--- src/sv/deadlock_detect_recover_unit_defines.svh ---
// ----------------------------------------------------------------------------
// Assertion macros for the deadlock detect and recover unit
// Shared property shapes, both disabled during reset.
// ----------------------------------------------------------------------------
`ifndef DEADLOCK_DETECT_RECOVER_UNIT_DEFINES_SVH
`define DEADLOCK_DETECT_RECOVER_UNIT_DEFINES_SVH

// Consequent must hold in the same cycle as the antecedent.
`define DDR_ASSERT_NOW(lbl, clk, rstn, ante, cons, msg) \
  lbl: assert property (@(posedge clk) disable iff (!rstn) (ante) |-> (cons)) \
    else $error(msg);

// Consequent must hold in the cycle after the antecedent.
`define DDR_ASSERT_NEXT(lbl, clk, rstn, ante, cons, msg) \
  lbl: assert property (@(posedge clk) disable iff (!rstn) (ante) |=> (cons)) \
    else $error(msg);

`endif

--- src/sv/ddr_pkg.sv ---
// ----------------------------------------------------------------------------
// Deadlock detect and recover package
// Shared states, codes, defaults and field widths.
// ----------------------------------------------------------------------------
package ddr_pkg;

  localparam int DEF_MAX_THREADS   = 16;
  localparam int DEF_MAX_RESOURCES = 8;
  localparam int DEF_UNIT_BITS     = 8;

  localparam int ACTION_W    = 3;
  localparam int THREAD_ID_W = 4;
  localparam int RES_ID_W    = 3;
  localparam int AMOUNT_W    = 8;
  localparam int IN_DATA_W   = 16;
  localparam int OUT_DATA_W  = 56;
  localparam int CFG_ADDR_W  = 2;
  localparam int CFG_DATA_W  = 5;

  localparam logic [ACTION_W-1:0] ACT_SET_CAP = 3'd0;
  localparam logic [ACTION_W-1:0] ACT_POST    = 3'd1;
  localparam logic [ACTION_W-1:0] ACT_ACQUIRE = 3'd2;
  localparam logic [ACTION_W-1:0] ACT_RELEASE = 3'd3;
  localparam logic [ACTION_W-1:0] ACT_DETECT  = 3'd4;

  localparam logic [1:0] POL_ALL      = 2'd0;
  localparam logic [1:0] POL_TOTAL    = 2'd1;
  localparam logic [1:0] POL_BLOCKING = 2'd2;

  localparam logic [CFG_ADDR_W-1:0] CFG_THREADS   = 2'd0;
  localparam logic [CFG_ADDR_W-1:0] CFG_RESOURCES = 2'd1;
  localparam logic [CFG_ADDR_W-1:0] CFG_POLICY    = 2'd2;

  typedef enum logic [4:0] {
    ST_IDLE, ST_EXEC, ST_ACQ_EV, ST_REL_RD, ST_REL_EV, ST_DET_INIT,
    ST_CHK_THR, ST_CHK_PRD, ST_CHK_PEV, ST_CHK_ARD, ST_CHK_AEV, ST_CHK_END,
    ST_ALL_THR, ST_KEY_THR, ST_KEY_RD, ST_KEY_EV, ST_SEL_SCAN, ST_SEL_PICK,
    ST_DONE
  } ddr_state_t;

  typedef struct packed {
    logic wr_alloc;
    logic wr_pend;
  } ddr_wr_t;

endpackage

--- src/sv/ddr_table.sv ---
// ----------------------------------------------------------------------------
// Allocation and pending tables
// Two single-port memories sharing one address, registered read,
// cleared by a sweep after reset.
// ----------------------------------------------------------------------------
`include "deadlock_detect_recover_unit_defines.svh"

module ddr_table #(
  parameter int MAX_THREADS   = 16,
  parameter int MAX_RESOURCES = 8,
  parameter int UNIT_BITS     = 8,
  localparam int TB = $clog2(MAX_THREADS),
  localparam int RB = (MAX_RESOURCES > 1) ? $clog2(MAX_RESOURCES) : 1,
  localparam int AW = TB + RB
) (
  input  logic                 clk,
  input  logic                 rst_n,
  input  logic [AW-1:0]        addr_i,
  input  ddr_pkg::ddr_wr_t     wr_i,
  input  logic [UNIT_BITS-1:0] alloc_wdata_i,
  input  logic [UNIT_BITS-1:0] pend_wdata_i,
  output logic [UNIT_BITS-1:0] alloc_rdata_o,
  output logic [UNIT_BITS-1:0] pend_rdata_o,
  output logic                 busy_o
);
  import ddr_pkg::*;

  localparam int DEPTH = 1 << AW;

  logic [UNIT_BITS-1:0] alloc_mem [DEPTH];
  logic [UNIT_BITS-1:0] pend_mem  [DEPTH];
  logic [AW-1:0]        clr_addr_r, clr_addr_nxt;
  logic                 clearing_r, clearing_nxt;

  always_comb begin
    clr_addr_nxt = clr_addr_r;
    clearing_nxt = clearing_r;
    if (clearing_r) begin
      clr_addr_nxt = clr_addr_r + 1'b1;
      if (clr_addr_r == AW'(DEPTH - 1)) begin
        clearing_nxt = 1'b0;
      end
    end
  end

  always_ff @(posedge clk) begin
    if (!rst_n) begin
      clr_addr_r <= '0;
      clearing_r <= 1'b1;
    end else begin
      clr_addr_r <= clr_addr_nxt;
      clearing_r <= clearing_nxt;
    end
  end

  always_ff @(posedge clk) begin
    if (clearing_r) begin
      alloc_mem[clr_addr_r] <= '0;
    end else if (wr_i.wr_alloc) begin
      alloc_mem[addr_i] <= alloc_wdata_i;
    end
    alloc_rdata_o <= alloc_mem[addr_i];
  end

  always_ff @(posedge clk) begin
    if (clearing_r) begin
      pend_mem[clr_addr_r] <= '0;
    end else if (wr_i.wr_pend) begin
      pend_mem[addr_i] <= pend_wdata_i;
    end
    pend_rdata_o <= pend_mem[addr_i];
  end

  assign busy_o = clearing_r;

  `DDR_ASSERT_NOW(a_no_write_in_sweep, clk, rst_n, clearing_r, !wr_i.wr_alloc && !wr_i.wr_pend, "table write during clearing sweep")
  `DDR_ASSERT_NEXT(a_sweep_runs_once, clk, rst_n, !clearing_r, !clearing_r, "clearing sweep restarted")
  `DDR_ASSERT_NEXT(a_sweep_continues, clk, rst_n, clearing_r && (clr_addr_r != AW'(DEPTH - 1)), clearing_r, "clearing sweep ended early")

endmodule

--- src/sv/deadlock_detect_recover_unit.sv ---
// Flow: release all walks every resource column of the thread; detect runs up
//   to nt passes over nt threads, a request test over the resources and, for a
//   thread that passes, a merge of its holdings into the work vector.
// Throughput: one transfer at a time; the shared table read port sets the rate.
// Reset: synchronous active low; afterwards a clearing sweep over
//   all table entries (128 by default) holds in_tready low.
// ----------------------------------------------------------------------------
// Deadlock detect and recover unit
// Resource allocation table with repeated-pass safety check and victim
// based recovery, built around one shared table memory.
// ----------------------------------------------------------------------------
`include "deadlock_detect_recover_unit_defines.svh"

module deadlock_detect_recover_unit #(
  parameter int MAX_THREADS   = ddr_pkg::DEF_MAX_THREADS,
  parameter int MAX_RESOURCES = ddr_pkg::DEF_MAX_RESOURCES,
  parameter int UNIT_BITS     = ddr_pkg::DEF_UNIT_BITS
) (
  input  logic                             clk,
  input  logic                             rst_n,
  // Input stream. tuser: action[2:0].
  // tdata: thread_id[3:0], resource_id[6:4], amount[14:7], zero fill [15].
  input  logic                             in_tvalid,
  output logic                             in_tready,
  input  logic [ddr_pkg::ACTION_W-1:0]     in_tuser,
  input  logic [ddr_pkg::IN_DATA_W-1:0]    in_tdata,
  // Result stream. tdata: granted[0], deadlock_found[1],
  // deadlocked_mask[17:2], victim_mask[33:18], victim_count[38:34],
  // blocking_mask[46:39], available_now[54:47], zero fill [55].
  output logic                             out_tvalid,
  input  logic                             out_tready,
  output logic [ddr_pkg::OUT_DATA_W-1:0]   out_tdata,
  // Configuration write port.
  input  logic                             cfg_we,
  input  logic [ddr_pkg::CFG_ADDR_W-1:0]   cfg_addr,
  input  logic [ddr_pkg::CFG_DATA_W-1:0]   cfg_wdata
);
  import ddr_pkg::*;

  // Table rows are threads and columns are resources; the memory address is
  // {thread, resource}. Counters are sized by $clog2(N+1) so that they can
  // hold the count of active rows or columns itself.
  localparam int TB  = $clog2(MAX_THREADS);
  localparam int RB  = (MAX_RESOURCES > 1) ? $clog2(MAX_RESOURCES) : 1;
  localparam int CTW = $clog2(MAX_THREADS + 1);
  localparam int CRW = $clog2(MAX_RESOURCES + 1);
  localparam int UB  = UNIT_BITS;
  localparam int KW  = UNIT_BITS + $clog2(MAX_RESOURCES);

  function automatic logic [UB-1:0] sat_add(input logic [UB-1:0] a,
                                            input logic [UB-1:0] b);
    logic [UB:0] s;
    s = {1'b0, a} + {1'b0, b};
    return s[UB] ? {UB{1'b1}} : s[UB-1:0];
  endfunction

  // Configuration registers.
  logic [4:0] thr_cfg_r;
  logic [3:0] res_cfg_r;
  logic [1:0] pol_r;

  always_ff @(posedge clk) begin
    if (!rst_n) begin
      thr_cfg_r <= 5'd16;
      res_cfg_r <= 4'd8;
      pol_r     <= POL_ALL;
    end else if (cfg_we) begin
      case (cfg_addr)
        CFG_THREADS:   thr_cfg_r <= cfg_wdata[4:0];
        CFG_RESOURCES: res_cfg_r <= cfg_wdata[3:0];
        CFG_POLICY:    pol_r     <= cfg_wdata[1:0];
        default: ;
      endcase
    end
  end

  // Item and control state.
  ddr_state_t state_r, state_nxt;
  logic [ACTION_W-1:0] act_r, act_nxt;
  logic [TB-1:0]       tid_r, tid_nxt;
  logic                t_ok_r, t_ok_nxt;
  logic [RB-1:0]       rid_r, rid_nxt;
  logic                r_ok_r, r_ok_nxt;
  logic [UB-1:0]       amt_r, amt_nxt;
  logic [CTW-1:0]      pass_r, pass_nxt;
  logic [CTW-1:0]      i_r, i_nxt;
  logic [CRW-1:0]      j_r, j_nxt;
  logic                ok_r, ok_nxt;
  logic                first_r, first_nxt;
  logic                relv_r, relv_nxt;
  logic                have_r, have_nxt;
  logic                granted_r, granted_nxt;
  logic                found_r, found_nxt;
  logic [MAX_THREADS-1:0]   fin_r, fin_nxt;
  logic [MAX_THREADS-1:0]   dead_r, dead_nxt;
  logic [MAX_THREADS-1:0]   victims_r, victims_nxt;
  logic [MAX_THREADS-1:0]   cand_r, cand_nxt;
  logic [MAX_RESOURCES-1:0] blk_r, blk_nxt;
  logic [CTW-1:0]      vcount_r, vcount_nxt;
  logic [TB-1:0]       best_r, best_nxt;
  logic [KW-1:0]       bestkey_r, bestkey_nxt;
  logic [KW-1:0]       acc_r, acc_nxt;
  logic [UB-1:0]       avail_r [MAX_RESOURCES];
  logic [UB-1:0]       avail_nxt [MAX_RESOURCES];
  logic [UB-1:0]       work_r [MAX_RESOURCES];
  logic [UB-1:0]       work_nxt [MAX_RESOURCES];
  logic [KW-1:0]       key_r [MAX_THREADS];
  logic [KW-1:0]       key_nxt [MAX_THREADS];
  logic                out_tvalid_r, out_tvalid_nxt;
  logic [OUT_DATA_W-1:0] out_tdata_r, out_tdata_nxt;

  // Table memory port.
  logic [TB+RB-1:0] mem_addr;
  ddr_wr_t          mem_wr;
  logic [UB-1:0]    alloc_wdata, pend_wdata, alloc_rd, pend_rd;
  logic             tbl_busy;

  ddr_table #(
    .MAX_THREADS  (MAX_THREADS),
    .MAX_RESOURCES(MAX_RESOURCES),
    .UNIT_BITS    (UNIT_BITS)
  ) u_table (
    .clk          (clk),
    .rst_n        (rst_n),
    .addr_i       (mem_addr),
    .wr_i         (mem_wr),
    .alloc_wdata_i(alloc_wdata),
    .pend_wdata_i (pend_wdata),
    .alloc_rdata_o(alloc_rd),
    .pend_rdata_o (pend_rd),
    .busy_o       (tbl_busy)
  );

  // Effective row and column counts, clamped to the table size.
  logic [CTW-1:0] nt;
  logic [CRW-1:0] nr;
  logic [MAX_THREADS-1:0] nt_mask;
  logic [TB-1:0]  tix;
  logic [RB-1:0]  jix;
  logic           i_end, pass_end, last_jc, last_jr, gt, acq_ok, all_fin;
  logic           out_free;

  assign nt = (32'(thr_cfg_r) > MAX_THREADS) ? CTW'(MAX_THREADS) : CTW'(thr_cfg_r);
  assign nr = (32'(res_cfg_r) > MAX_RESOURCES) ? CRW'(MAX_RESOURCES) : CRW'(res_cfg_r);

  always_comb begin
    for (int k = 0; k < MAX_THREADS; k++) begin
      nt_mask[k] = (k < 32'(nt));
    end
  end

  assign tix      = i_r[TB-1:0];
  assign jix      = j_r[RB-1:0];
  assign i_end    = (i_r == nt);
  assign pass_end = (pass_r == nt);
  assign last_jc  = (j_r == nr - 1'b1);
  assign last_jr  = (j_r == CRW'(MAX_RESOURCES - 1));
  assign gt       = (pend_rd > work_r[jix]);
  assign acq_ok   = (pend_rd != '0) && (avail_r[rid_r] >= pend_rd);
  assign all_fin  = ((fin_r & nt_mask) == nt_mask);
  assign out_free = !out_tvalid_r || out_tready;

  // The check and key walks address the table by the loop counters; the
  // single-item actions use the latched thread and resource.
  always_comb begin
    logic [TB-1:0] row;
    logic [RB-1:0] col;
    row = tid_r;
    col = jix;
    case (state_r)
      ST_CHK_PRD, ST_CHK_PEV, ST_CHK_ARD, ST_CHK_AEV, ST_KEY_RD, ST_KEY_EV: row = tix;
      ST_EXEC, ST_ACQ_EV: col = rid_r;
      default: ;
    endcase
    mem_addr = {row, col};
  end

  assign in_tready = (state_r == ST_IDLE) && !tbl_busy;

  // Next state.
  always_comb begin
    state_nxt = state_r;
    case (state_r)
      ST_IDLE: begin
        if (in_tvalid && in_tready) state_nxt = ST_EXEC;
      end
      ST_EXEC: begin
        state_nxt = ST_DONE;
        case (act_r)
          ACT_ACQUIRE: if (t_ok_r && r_ok_r) state_nxt = ST_ACQ_EV;
          ACT_RELEASE: if (t_ok_r) state_nxt = ST_REL_RD;
          ACT_DETECT:  state_nxt = ST_DET_INIT;
          default: ;
        endcase
      end
      ST_ACQ_EV: state_nxt = ST_DONE;
      ST_REL_RD: state_nxt = ST_REL_EV;
      ST_REL_EV: begin
        if (last_jr) begin
          if (!relv_r) state_nxt = ST_DONE;
          else if (pol_r == POL_ALL) state_nxt = ST_ALL_THR;
          else state_nxt = ST_DET_INIT;
        end else begin
          state_nxt = ST_REL_RD;
        end
      end
      ST_DET_INIT: state_nxt = ST_CHK_THR;
      ST_CHK_THR: begin
        if (pass_end) state_nxt = ST_CHK_END;
        else if (!i_end && !fin_r[tix] && nr != '0) state_nxt = ST_CHK_PRD;
      end
      ST_CHK_PRD: state_nxt = ST_CHK_PEV;
      ST_CHK_PEV: begin
        if (!last_jc) state_nxt = ST_CHK_PRD;
        else if (ok_r && !gt) state_nxt = ST_CHK_ARD;
        else state_nxt = ST_CHK_THR;
      end
      ST_CHK_ARD: state_nxt = ST_CHK_AEV;
      ST_CHK_AEV: state_nxt = last_jc ? ST_CHK_THR : ST_CHK_ARD;
      ST_CHK_END: begin
        if (first_r) begin
          if ((nt_mask & ~fin_r) == '0) state_nxt = ST_DONE;
          else if (pol_r == POL_ALL) state_nxt = ST_ALL_THR;
          else if (pol_r == POL_TOTAL || pol_r == POL_BLOCKING) state_nxt = ST_KEY_THR;
          else state_nxt = ST_DONE;
        end else if (all_fin || cand_r == '0) begin
          state_nxt = ST_DONE;
        end else begin
          state_nxt = ST_SEL_SCAN;
        end
      end
      ST_ALL_THR: begin
        if (i_end) state_nxt = ST_DONE;
        else if (dead_r[tix]) state_nxt = ST_REL_RD;
      end
      ST_KEY_THR: begin
        if (i_end) state_nxt = ST_SEL_SCAN;
        else if (dead_r[tix] && nr != '0) state_nxt = ST_KEY_RD;
      end
      ST_KEY_RD: state_nxt = ST_KEY_EV;
      ST_KEY_EV: state_nxt = last_jc ? ST_KEY_THR : ST_KEY_RD;
      ST_SEL_SCAN: if (i_end) state_nxt = ST_SEL_PICK;
      ST_SEL_PICK: state_nxt = ST_REL_RD;
      ST_DONE: if (out_free) state_nxt = ST_IDLE;
      default: state_nxt = ST_IDLE;
    endcase
  end

  // Datapath and table port.
  always_comb begin
    act_nxt     = act_r;
    tid_nxt     = tid_r;
    t_ok_nxt    = t_ok_r;
    rid_nxt     = rid_r;
    r_ok_nxt    = r_ok_r;
    amt_nxt     = amt_r;
    pass_nxt    = pass_r;
    i_nxt       = i_r;
    j_nxt       = j_r;
    ok_nxt      = ok_r;
    first_nxt   = first_r;
    relv_nxt    = relv_r;
    have_nxt    = have_r;
    granted_nxt = granted_r;
    found_nxt   = found_r;
    fin_nxt     = fin_r;
    dead_nxt    = dead_r;
    victims_nxt = victims_r;
    cand_nxt    = cand_r;
    blk_nxt     = blk_r;
    vcount_nxt  = vcount_r;
    best_nxt    = best_r;
    bestkey_nxt = bestkey_r;
    acc_nxt     = acc_r;
    avail_nxt   = avail_r;
    work_nxt    = work_r;
    key_nxt     = key_r;
    out_tvalid_nxt = out_tvalid_r && !out_tready;
    out_tdata_nxt  = out_tdata_r;
    mem_wr      = '0;
    alloc_wdata = '0;
    pend_wdata  = '0;

    case (state_r)
      ST_IDLE: begin
        if (in_tvalid && in_tready) begin
          act_nxt     = in_tuser;
          tid_nxt     = TB'(in_tdata[3:0]);
          t_ok_nxt    = (32'(in_tdata[3:0]) < MAX_THREADS);
          rid_nxt     = RB'(in_tdata[6:4]);
          r_ok_nxt    = (32'(in_tdata[6:4]) < MAX_RESOURCES);
          amt_nxt     = UB'(in_tdata[14:7]);
          granted_nxt = 1'b0;
          found_nxt   = 1'b0;
          fin_nxt     = '0;
          dead_nxt    = '0;
          victims_nxt = '0;
          vcount_nxt  = '0;
          blk_nxt     = '0;
          first_nxt   = 1'b1;
          relv_nxt    = 1'b0;
          j_nxt       = '0;
        end
      end
      ST_EXEC: begin
        case (act_r)
          ACT_SET_CAP: if (r_ok_r) avail_nxt[rid_r] = amt_r;
          ACT_POST: begin
            if (t_ok_r && r_ok_r) begin
              mem_wr.wr_pend = 1'b1;
              pend_wdata     = amt_r;
            end
          end
          default: ;
        endcase
      end
      ST_ACQ_EV: begin
        if (acq_ok) begin
          avail_nxt[rid_r] = avail_r[rid_r] - pend_rd;
          mem_wr.wr_alloc  = 1'b1;
          mem_wr.wr_pend   = 1'b1;
          alloc_wdata      = sat_add(alloc_rd, pend_rd);
          granted_nxt      = 1'b1;
        end
      end
      ST_REL_EV: begin
        avail_nxt[jix]  = sat_add(avail_r[jix], alloc_rd);
        mem_wr.wr_alloc = 1'b1;
        mem_wr.wr_pend  = relv_r;
        if (last_jr) begin
          if (relv_r) begin
            if (pol_r == POL_ALL) begin
              i_nxt = i_r + 1'b1;
            end else begin
              fin_nxt   = victims_r;
              first_nxt = 1'b0;
            end
          end
        end else begin
          j_nxt = j_r + 1'b1;
        end
      end
      ST_DET_INIT: begin
        for (int k = 0; k < MAX_RESOURCES; k++) work_nxt[k] = avail_r[k];
        pass_nxt = '0;
        i_nxt    = '0;
      end
      ST_CHK_THR: begin
        if (!pass_end) begin
          if (i_end) begin
            pass_nxt = pass_r + 1'b1;
            i_nxt    = '0;
          end else if (fin_r[tix]) begin
            i_nxt = i_r + 1'b1;
          end else if (nr == '0) begin
            fin_nxt[tix] = 1'b1;
            i_nxt        = i_r + 1'b1;
          end else begin
            j_nxt  = '0;
            ok_nxt = 1'b1;
          end
        end
      end
      ST_CHK_PEV: begin
        if (gt) begin
          ok_nxt = 1'b0;
          if (first_r) blk_nxt[jix] = 1'b1;
        end
        if (!last_jc) j_nxt = j_r + 1'b1;
        else if (ok_r && !gt) j_nxt = '0;
        else i_nxt = i_r + 1'b1;
      end
      ST_CHK_AEV: begin
        work_nxt[jix] = sat_add(work_r[jix], alloc_rd);
        if (last_jc) begin
          fin_nxt[tix] = 1'b1;
          i_nxt        = i_r + 1'b1;
        end else begin
          j_nxt = j_r + 1'b1;
        end
      end
      ST_CHK_END: begin
        i_nxt    = '0;
        have_nxt = 1'b0;
        if (first_r) begin
          dead_nxt  = nt_mask & ~fin_r;
          found_nxt = ((nt_mask & ~fin_r) != '0);
        end
      end
      ST_ALL_THR: begin
        if (!i_end) begin
          if (dead_r[tix]) begin
            tid_nxt           = tix;
            relv_nxt          = 1'b1;
            j_nxt             = '0;
            victims_nxt[tix]  = 1'b1;
            vcount_nxt        = vcount_r + 1'b1;
          end else begin
            i_nxt = i_r + 1'b1;
          end
        end
      end
      ST_KEY_THR: begin
        if (i_end) begin
          cand_nxt = dead_r;
          i_nxt    = '0;
          have_nxt = 1'b0;
        end else if (dead_r[tix] && nr != '0) begin
          acc_nxt = '0;
          j_nxt   = '0;
        end else begin
          key_nxt[tix] = '0;
          i_nxt        = i_r + 1'b1;
        end
      end
      ST_KEY_EV: begin
        if (pol_r == POL_TOTAL || blk_r[jix]) acc_nxt = acc_r + KW'(alloc_rd);
        if (last_jc) begin
          key_nxt[tix] = acc_nxt;
          i_nxt        = i_r + 1'b1;
        end else begin
          j_nxt = j_r + 1'b1;
        end
      end
      ST_SEL_SCAN: begin
        if (!i_end) begin
          if (cand_r[tix] && (!have_r || key_r[tix] > bestkey_r)) begin
            best_nxt    = tix;
            bestkey_nxt = key_r[tix];
            have_nxt    = 1'b1;
          end
          i_nxt = i_r + 1'b1;
        end
      end
      ST_SEL_PICK: begin
        cand_nxt[best_r]    = 1'b0;
        tid_nxt             = best_r;
        relv_nxt            = 1'b1;
        j_nxt               = '0;
        victims_nxt[best_r] = 1'b1;
        vcount_nxt          = vcount_r + 1'b1;
      end
      ST_DONE: begin
        if (out_free) begin
          out_tvalid_nxt = 1'b1;
          out_tdata_nxt  = {1'b0,
                            (r_ok_r ? 8'(avail_r[rid_r]) : 8'd0),
                            8'(blk_r),
                            5'(vcount_r),
                            16'(victims_r),
                            16'(dead_r),
                            found_r,
                            granted_r};
        end
      end
      default: ;
    endcase
  end

  always_ff @(posedge clk) begin
    if (!rst_n) begin
      state_r      <= ST_IDLE;
      out_tvalid_r <= 1'b0;
      first_r      <= 1'b1;
      relv_r       <= 1'b0;
      have_r       <= 1'b0;
      dead_r       <= '0;
      victims_r    <= '0;
      vcount_r     <= '0;
      for (int k = 0; k < MAX_RESOURCES; k++) avail_r[k] <= '0;
    end else begin
      state_r      <= state_nxt;
      out_tvalid_r <= out_tvalid_nxt;
      first_r      <= first_nxt;
      relv_r       <= relv_nxt;
      have_r       <= have_nxt;
      dead_r       <= dead_nxt;
      victims_r    <= victims_nxt;
      vcount_r     <= vcount_nxt;
      avail_r      <= avail_nxt;
    end
  end

  // Payload and scratch registers.
  always_ff @(posedge clk) begin
    act_r       <= act_nxt;
    tid_r       <= tid_nxt;
    t_ok_r      <= t_ok_nxt;
    rid_r       <= rid_nxt;
    r_ok_r      <= r_ok_nxt;
    amt_r       <= amt_nxt;
    pass_r      <= pass_nxt;
    i_r         <= i_nxt;
    j_r         <= j_nxt;
    ok_r        <= ok_nxt;
    granted_r   <= granted_nxt;
    found_r     <= found_nxt;
    fin_r       <= fin_nxt;
    cand_r      <= cand_nxt;
    blk_r       <= blk_nxt;
    best_r      <= best_nxt;
    bestkey_r   <= bestkey_nxt;
    acc_r       <= acc_nxt;
    work_r      <= work_nxt;
    key_r       <= key_nxt;
    out_tdata_r <= out_tdata_nxt;
  end

  assign out_tvalid = out_tvalid_r;
  assign out_tdata  = out_tdata_r;

  `DDR_ASSERT_NOW(a_vcount_matches, clk, rst_n, 1'b1, 32'(vcount_r) == $countones(victims_r), "victim count out of step with victim mask")
  `DDR_ASSERT_NOW(a_victims_deadlocked, clk, rst_n, 1'b1, (victims_r & ~dead_r) == '0, "victim outside the deadlocked set")
  `DDR_ASSERT_NEXT(a_accept_starts, clk, rst_n, in_tvalid && in_tready, state_r == ST_EXEC, "accepted transfer not started")

endmodule
--- config.mk ---
export PLATFORM = sky130hd
export DESIGN_NAME = deadlock_detect_recover_unit
export DESIGN_NICKNAME = d
export VERILOG_FILES = /design/src/sv/ddr_pkg.sv /design/src/sv/ddr_table.sv /design/src/sv/deadlock_detect_recover_unit.sv
export VERILOG_INCLUDE_DIRS = /design/src /design/src/sv
export SDC_FILE = /design/constraint.sdc
export NUM_CORES = 2
export LEC_CHECK = 0
export BUFFER_PORTS_ARGS = -buffer_cell sky130_fd_sc_hd__buf_2
export CELL_PAD_IN_SITES_DETAIL_PLACEMENT = 1
export CELL_PAD_IN_SITES_GLOBAL_PLACEMENT = 2
export CORE_UTILIZATION = 35
export CTS_CLUSTER_DIAMETER = 200
export DETAILED_ROUTE_END_ITERATION = 10
export PLACE_DENSITY_LB_ADDON = 0.12
export SYNTH_ARGS = -nofsm -noshare
export SYNTH_HDL_FRONTEND = slang
export SYNTH_SLANG_ARGS = --single-unit
export TNS_END_PERCENT = 1
--- constraint.sdc ---
create_clock -name clk -period 15.2 [get_ports clk]
set_clock_uncertainty 0.1 [all_clocks]
set_input_delay 3.04 -clock clk [delete_from_list [all_inputs] [get_ports clk]]
set_output_delay 3.04 -clock clk [all_outputs]
set_load 0.1 [all_outputs]
Word level (Yosys, flattened, before mapping)
Memory sizes are Yosys's and may differ from the RTL's. A register that Yosys moved wholly into a read port is not among the register bits.
Cells that the tools add are included.

operators by class
  add/sub/neg operators = 11
  order comparisons = 33
  eq/ne operators = 72
  muxes and demuxes = 191
  bitwise logic cells = 15
  reductions and logical operators = 80

operator list
  kind                count
  $mux 176            3
  $pmux 176 s2        1
  $bwmux 64           4
  $mux 16             13
  $pmux 64 s3         1
  $mux 5              36
  $and 176x176->176   1
  $bwmux 176          1
  $not 176->176       1
  $mux 8              20
  $mux 64             2
  $pmux 64 s2         1
  $pmux 5 s19         1
  $mux 4              22
  $mux 11             7
  $bmux 8 s3          3
  $pmux 16 s2         2
  $pmux 16 s4         1
  $ne 2x2->1 const B  31
  $and 16x16->16      3
  $demux 8 s3         2
  $or 16x16->16       3
  $pmux 16 s3         1
  $bmux 11 s4         1
  88 further kinds    241

word-level totals
  register bits after elaboration = 525
  memory bits (writable) = 2048
  input bits = 31
  output and inout port bits = 58
  word-level logic and storage cells = 467
  memories = 2

memories
  memory             depth  width  read ports  clocked after memory_dff  write ports  RTL line         source
  u_table.alloc_mem  128    8      1           1                         1            ddr_table.sv:30  logic [UNIT_BITS-1:0] alloc_mem [DEPTH];
  u_table.pend_mem   128    8      1           1                         1            ddr_table.sv:31  logic [UNIT_BITS-1:0] pend_mem [DEPTH];

Longest topological paths before layout
  depth after elaboration = 13
  gate-level depth with buffers = 20
  depth with buffers taken out = 16

Cells and area by module
A second synthesis with hierarchy kept.

unflattened totals
  cell total of the unflattened synthesis = 6245
  area total of the unflattened synthesis = 108796.8 µm²

modules (own cells, without submodules)
  module                        times used  cells each  area each (µm²)  seq. area each (µm²)
  ddr_table                     1           3371        80059.3          61979.4
  deadlock_detect_recover_unit  1           2874        28737.6          14313.7

Worst setup path before layout
No wires, ideal clock.

  path type = reg-to-reg
  start point = reg rid_r[0]
  end point = mem u_table.alloc_mem[0][0] (data pin)
  library setup time = 0.891 ns
  arrival = 6.667 ns
  data required time = 14.209 ns
  path slack = 7.542 ns
  stages on the path, launching flop included = 17
  buffers on the path = 3
  clock period less this slack = 7.658 ns
  cell sequence = edfxtp_1 -> clkbuf_1 -> clkbuf_1 -> nor3_1 -> a22oi_1 -> and4_1 -> ha_1 -> inv_1 -> fa_1 -> a21o_1 -> a21o_1 -> a21oi_1 -> o21ai_0 -> a211oi_1 -> or3_1 -> clkbuf_1 -> a21oi_1

on the way
  longest elaborated chain between the ends = 13
  elaborated cells between the ends (all ways) = 15
  classes of those cells = 1 x order compare; 11 x mux; 1 x bitwise; 2 x reduce/logical

RTL lines
  item                                          RTL line                             source
  from (decl)                                   deadlock_detect_recover_unit.sv:82   logic [RB-1:0] rid_r, rid_nxt;
  from (signal assigned)                        deadlock_detect_recover_unit.sv:489  rid_r <= rid_nxt;
  $not 3->4 (implied by the code) *             deadlock_detect_recover_unit.sv:159  assign acq_ok = (pend_rd != '0) && (avail_r[rid_r] >= pend_rd);
  $bmux 8 s3 *                                  deadlock_detect_recover_unit.sv:159
  $mux 8 (implied by the code) * (2 in series)  deadlock_detect_recover_unit.sv:159
  $ge 8x8->1 *                                  deadlock_detect_recover_unit.sv:159
  $logic_and 1x1->1 *                           deadlock_detect_recover_unit.sv:159
  $mux 2                                        deadlock_detect_recover_unit.sv:318  if (acq_ok) begin
  $pmux 1 s2                                    deadlock_detect_recover_unit.sv:284  case (state_r)
  $mux 1                                        ddr_table.sv:59                      end else if (wr_i.wr_alloc) begin
  $mux 1                                        ddr_table.sv:57                      if (clearing_r) begin
  $mux 1 (implied by the code)                  ddr_table.sv:60                      alloc_mem[addr_i] <= alloc_wdata_i;
  $reduce_or 8->1 (no line)                     -
  $mux 8 (no line) *                            -
  to (decl)                                     ddr_table.sv:30

Mark *: on every way between the ends. The rest lies on a longest branch, timed or not. The select of a mux whose other input is x is not followed.

Worst setup path in the final report
  start point = reg rid_r[2]
  end point = mem u_table.pend_mem[60][1], enable pin

on the way
  longest elaborated chain between the ends = 13
  elaborated cells between the ends (all ways) = 15
  classes of those cells = 1 x order compare; 11 x mux; 1 x bitwise; 2 x reduce/logical

RTL lines
  item                                        RTL line                             source
  $not 3->4 (implied by the code)             deadlock_detect_recover_unit.sv:159
  $bmux 8 s3                                  deadlock_detect_recover_unit.sv:159
  $mux 8 (implied by the code) (2 in series)  deadlock_detect_recover_unit.sv:159
  $ge 8x8->1                                  deadlock_detect_recover_unit.sv:159
  $logic_and 1x1->1                           deadlock_detect_recover_unit.sv:159
  $mux 2                                      deadlock_detect_recover_unit.sv:318
  $pmux 1 s3                                  deadlock_detect_recover_unit.sv:284
  $mux 1                                      ddr_table.sv:68                      end else if (wr_i.wr_pend) begin
  $mux 1                                      ddr_table.sv:66                      if (clearing_r) begin
  $mux 1 (implied by the code)                ddr_table.sv:69                      pend_mem[addr_i] <= pend_wdata_i;
  $reduce_or 8->1 (no line)                   -
  $mux 7 (no line) or $mux 1 (tied branches)  -
  to (decl)                                   ddr_table.sv:31

Several ways; a longest one is shown, not always the timed one. The select of a mux whose other input is x is not followed.

==> metrics.cfg <==
[die]
dieArea_sq_mm = 0.3227
fp.dieW_microns = 568.0
core-area_sq_mm = 0.3183
row_count = 207
io_pins = 89
die_y_microns = 568.0
start_util = 0.3523

[placed_design]
gp_congestion = 0.8123
portBuffers = 86
dp_hpwl_microns = 255500

[detailed_routing]
num_vias = 76870
detail_route.first_pass.iterations = 6
drc_errors = 0
post_drt_wl_per_cell_microns = 31.41
drt_iter0_drc = 6790
via_per_inst = 5.805
antenna_left = 0
wirelength_microns = 416000

[timing]
fin_crit_ps = 7172
slew_headroom = 0.1298
drv_slew = 0
min_period_over_period = 0.4719
hold_violations = 0
setup_tns_ps = 0
fmaxAchievable_ghz = 0.1394
rsz0062_at_grt = no
tightest_slew_ps = 1303
finalSetupViolations = 0

[yosys]
synth_cell_types = 96
ys_top_cells_by_area = edfxtp_1 65%, nand2_1 5.4%, mux2i_1 2.6%, dfxtp_1 2.6%, a21oi_1 2.3%
syn_inst = 8782
ys_seq_elements = 2589
syn_area_sq_mm = 0.1121
yosysSeqAreaShare = 0.6803
yosys_warnings = 0
synth_edf_count = 2444
yosysTopAreaCell = edfxtp_1
synth_nets = 8890
synth_top_area_share = 0.6544
ys_async_sr_fraction = 0
syn_avg_cell_area_sq_um = 12.77
ys_dominant_reg_cell = edfxtp_1

[worst_setup_path]
timing.rr.start = rid_r[2]
path_cells = nor2b_1, and2_1, a22oi_1, nand4_1, fa_1, a21o_1, a21o_1, a21oi_1, o21ai_0, a211oi_1, buf_4, or3_1, a21oi_1, a21oi_2, buf_4, nor2_1
path_class = reg -> reg
max_stage_delay_ps = 850
r2r_cells = 16
crit_path_top_delay_cell = nor2_1
r2r_end = u_table.pend_mem[60][1]
worst_ep_arrival_time_ps = 7590
critPathRequiredTime_ps = 15620
cp_max_fo = 14
r2r_setup_slack_ps = 8030
worstSetupEndpointType = flip-flop
start_kind = flip-flop

[global_routing]
antenna_found_initial = 25
grt_max_degree = 111
grt_pass1_wl_microns = 589500
grt-ovfl-total = 0
grt_pass1_vias = 77760
grt_usage = 0.2519

[hold_path]
hold_depth = 0
hp-start = found_r
worst_hold_path_type = reg -> reg
hold-path-endpoint = out_tdata[1]

[clocking]
cts_tree = built
clk_latency_ps = 940
cts-resized-gates = 0
clock_path_buffers = 4
numCtsBuffers = 303
hold_buffers = 0
cts_root_buffer = clkbuf_16
cts_setup_buffers = 0
htree_levels = 5
clk_pin_slew_ps = 60
clock_sinks = 2589

[status]
status = completed

[final_layout]
nets = 8924
finish.utilization = 0.3992
drive_gt1_frac = 0.1126
syn_to_final_growth_pct = 13.31

[pwr]
power_density_mw_per_mm2 = 182.6
ir_drop_mv = 0.1734
power.leakage_nw = 42.71
power_mw = 23.21

[run]
drv_cap = 0

worst max path at each step:
stage	startpoint	endpoint	cells past startpoint
after global routing	rid_r[2]	u_table.pend_mem[60][1]	18
final	rid_r[2]	u_table.pend_mem[60][1]	16
after CTS	state_r[2]	u_table.pend_rdata_o[7]	14
after detailed placement	state_r[2]	u_table.pend_rdata_o[7]	14
after global placement	state_r[2]	u_table.pend_rdata_o[7]	14
after floorplan	rid_r[0]	u_table.alloc_mem[0][0]	16
sequential cells by signal, summed over array words and instances (netlist names), 7 cells and up:
signal,flops
acc_r,11
amt_r,8
avail_r,64
bestkey_r,11
blk_r,8
cand_r,16
dead_r,16
fin_r,16
key_r,176
out_tdata,55
u_table.alloc_mem,1024
u_table.alloc_rdata_o,8
u_table.clr_addr_r,7
u_table.pend_mem,1024
u_table.pend_rdata_o,8
victims_r,16
work_r,64
metrics by stage:
step	setup WS [ps]	area, sq um	std cells	hold slack [ps]
2_1_floorplan	7542	112100	8782	300.3
3_3_place_gp	8133	117600	12690	312.1
3_5_place_dp	8079	117600	12690	314.4
4_1_cts	8093	127100	13230	335.3
5_1_grt	7737	127100	13240	355.2
6_report	8028	127100	13240	333.5
where the power goes:
part           internal, mW  switching [mW]  total [mW]
sequential             7.83           0.203        8.03
combinational          2.18            5.88        8.06
clock                  4.09            3.03        7.12
routing by layer:
layer,GRT usage,vias up,part of all wire
li1,-,33480,-
met1,0.3567,40520,0.45
met2,0.4093,2277,0.47
met3,0.02354,594,0.048
met4,0.07655,0,0.030
met5,0,-,0
layout by cell type, fill, tap and decap left out, drive strengths merged, types with 146 or more instances in the layout:
master / instances
a21oi: 518
a31oi: 183
and3: 146
buf: 317
clkbuf: 402
edfxtp: 2444
mux2i: 293
nand2: 1621
nand3: 313
nor2: 554
o21ai: 404
critical path, delay by kind of cell, from the launching register on:
kind                       cells  cell delay (ps)
and+or+nand+nor                5             3310
AOI/OAI and AO/OA              8             1820
DFF                            1              690
buffers and inverters          2              480
adders and majority gates      1              300
logic make-up (layout without fill, tap and decap cells):
family,Yosys count,in the layout,share of synthesized area
AO/OA/AOI/OAI,1938,1938,0.1125
XOR/XNOR,49,49,0.003827
adder cells (fa/ha/maj),79,79,0.009104
buffers and inverters,669,940,0.02730
flip-flops,2589,2589,0.6803
multiplexers,469,469,0.05273
other,1,9,0.00003344
AND/OR/NAND/NOR,2988,2988,0.1141
cell usage after synthesis (42+ instances only):
cell type,count
inv_1,78
dfxtp_1,145
a2111oi_0,43
nor3_1,102
mux4_2,88
nor2_1,552
nor2b_1,60
o22ai_1,47
mux2i_1,292
and3_1,146
a31oi_1,183
clkbuf_1,335
mux2_2,79
buf_2,143
ha_1,72
edfxtp_1,2444
a221oi_1,54
o21ai_0,397
nand3_1,313
nand2_1,1619
a311oi_1,52
o211ai_1,66
nand4_1,42
o221ai_1,92
a211oi_1,121
a21oi_1,517
a22oi_1,107
area by class of cell:
class / instances / area [sq um]
fillers: 32820 / 191200
flip-flops and latches: 2589 / 76290
repair buffers: 317 / 2305
multi-input cells: 5524 / 33460
well taps: 4180 / 5230
clock buffers: 402 / 8245
inverters: 81 / 304.0
diodes: 8 / 20.02
clock inverters: 140 / 1216
(Power assumes the default switching activity.)
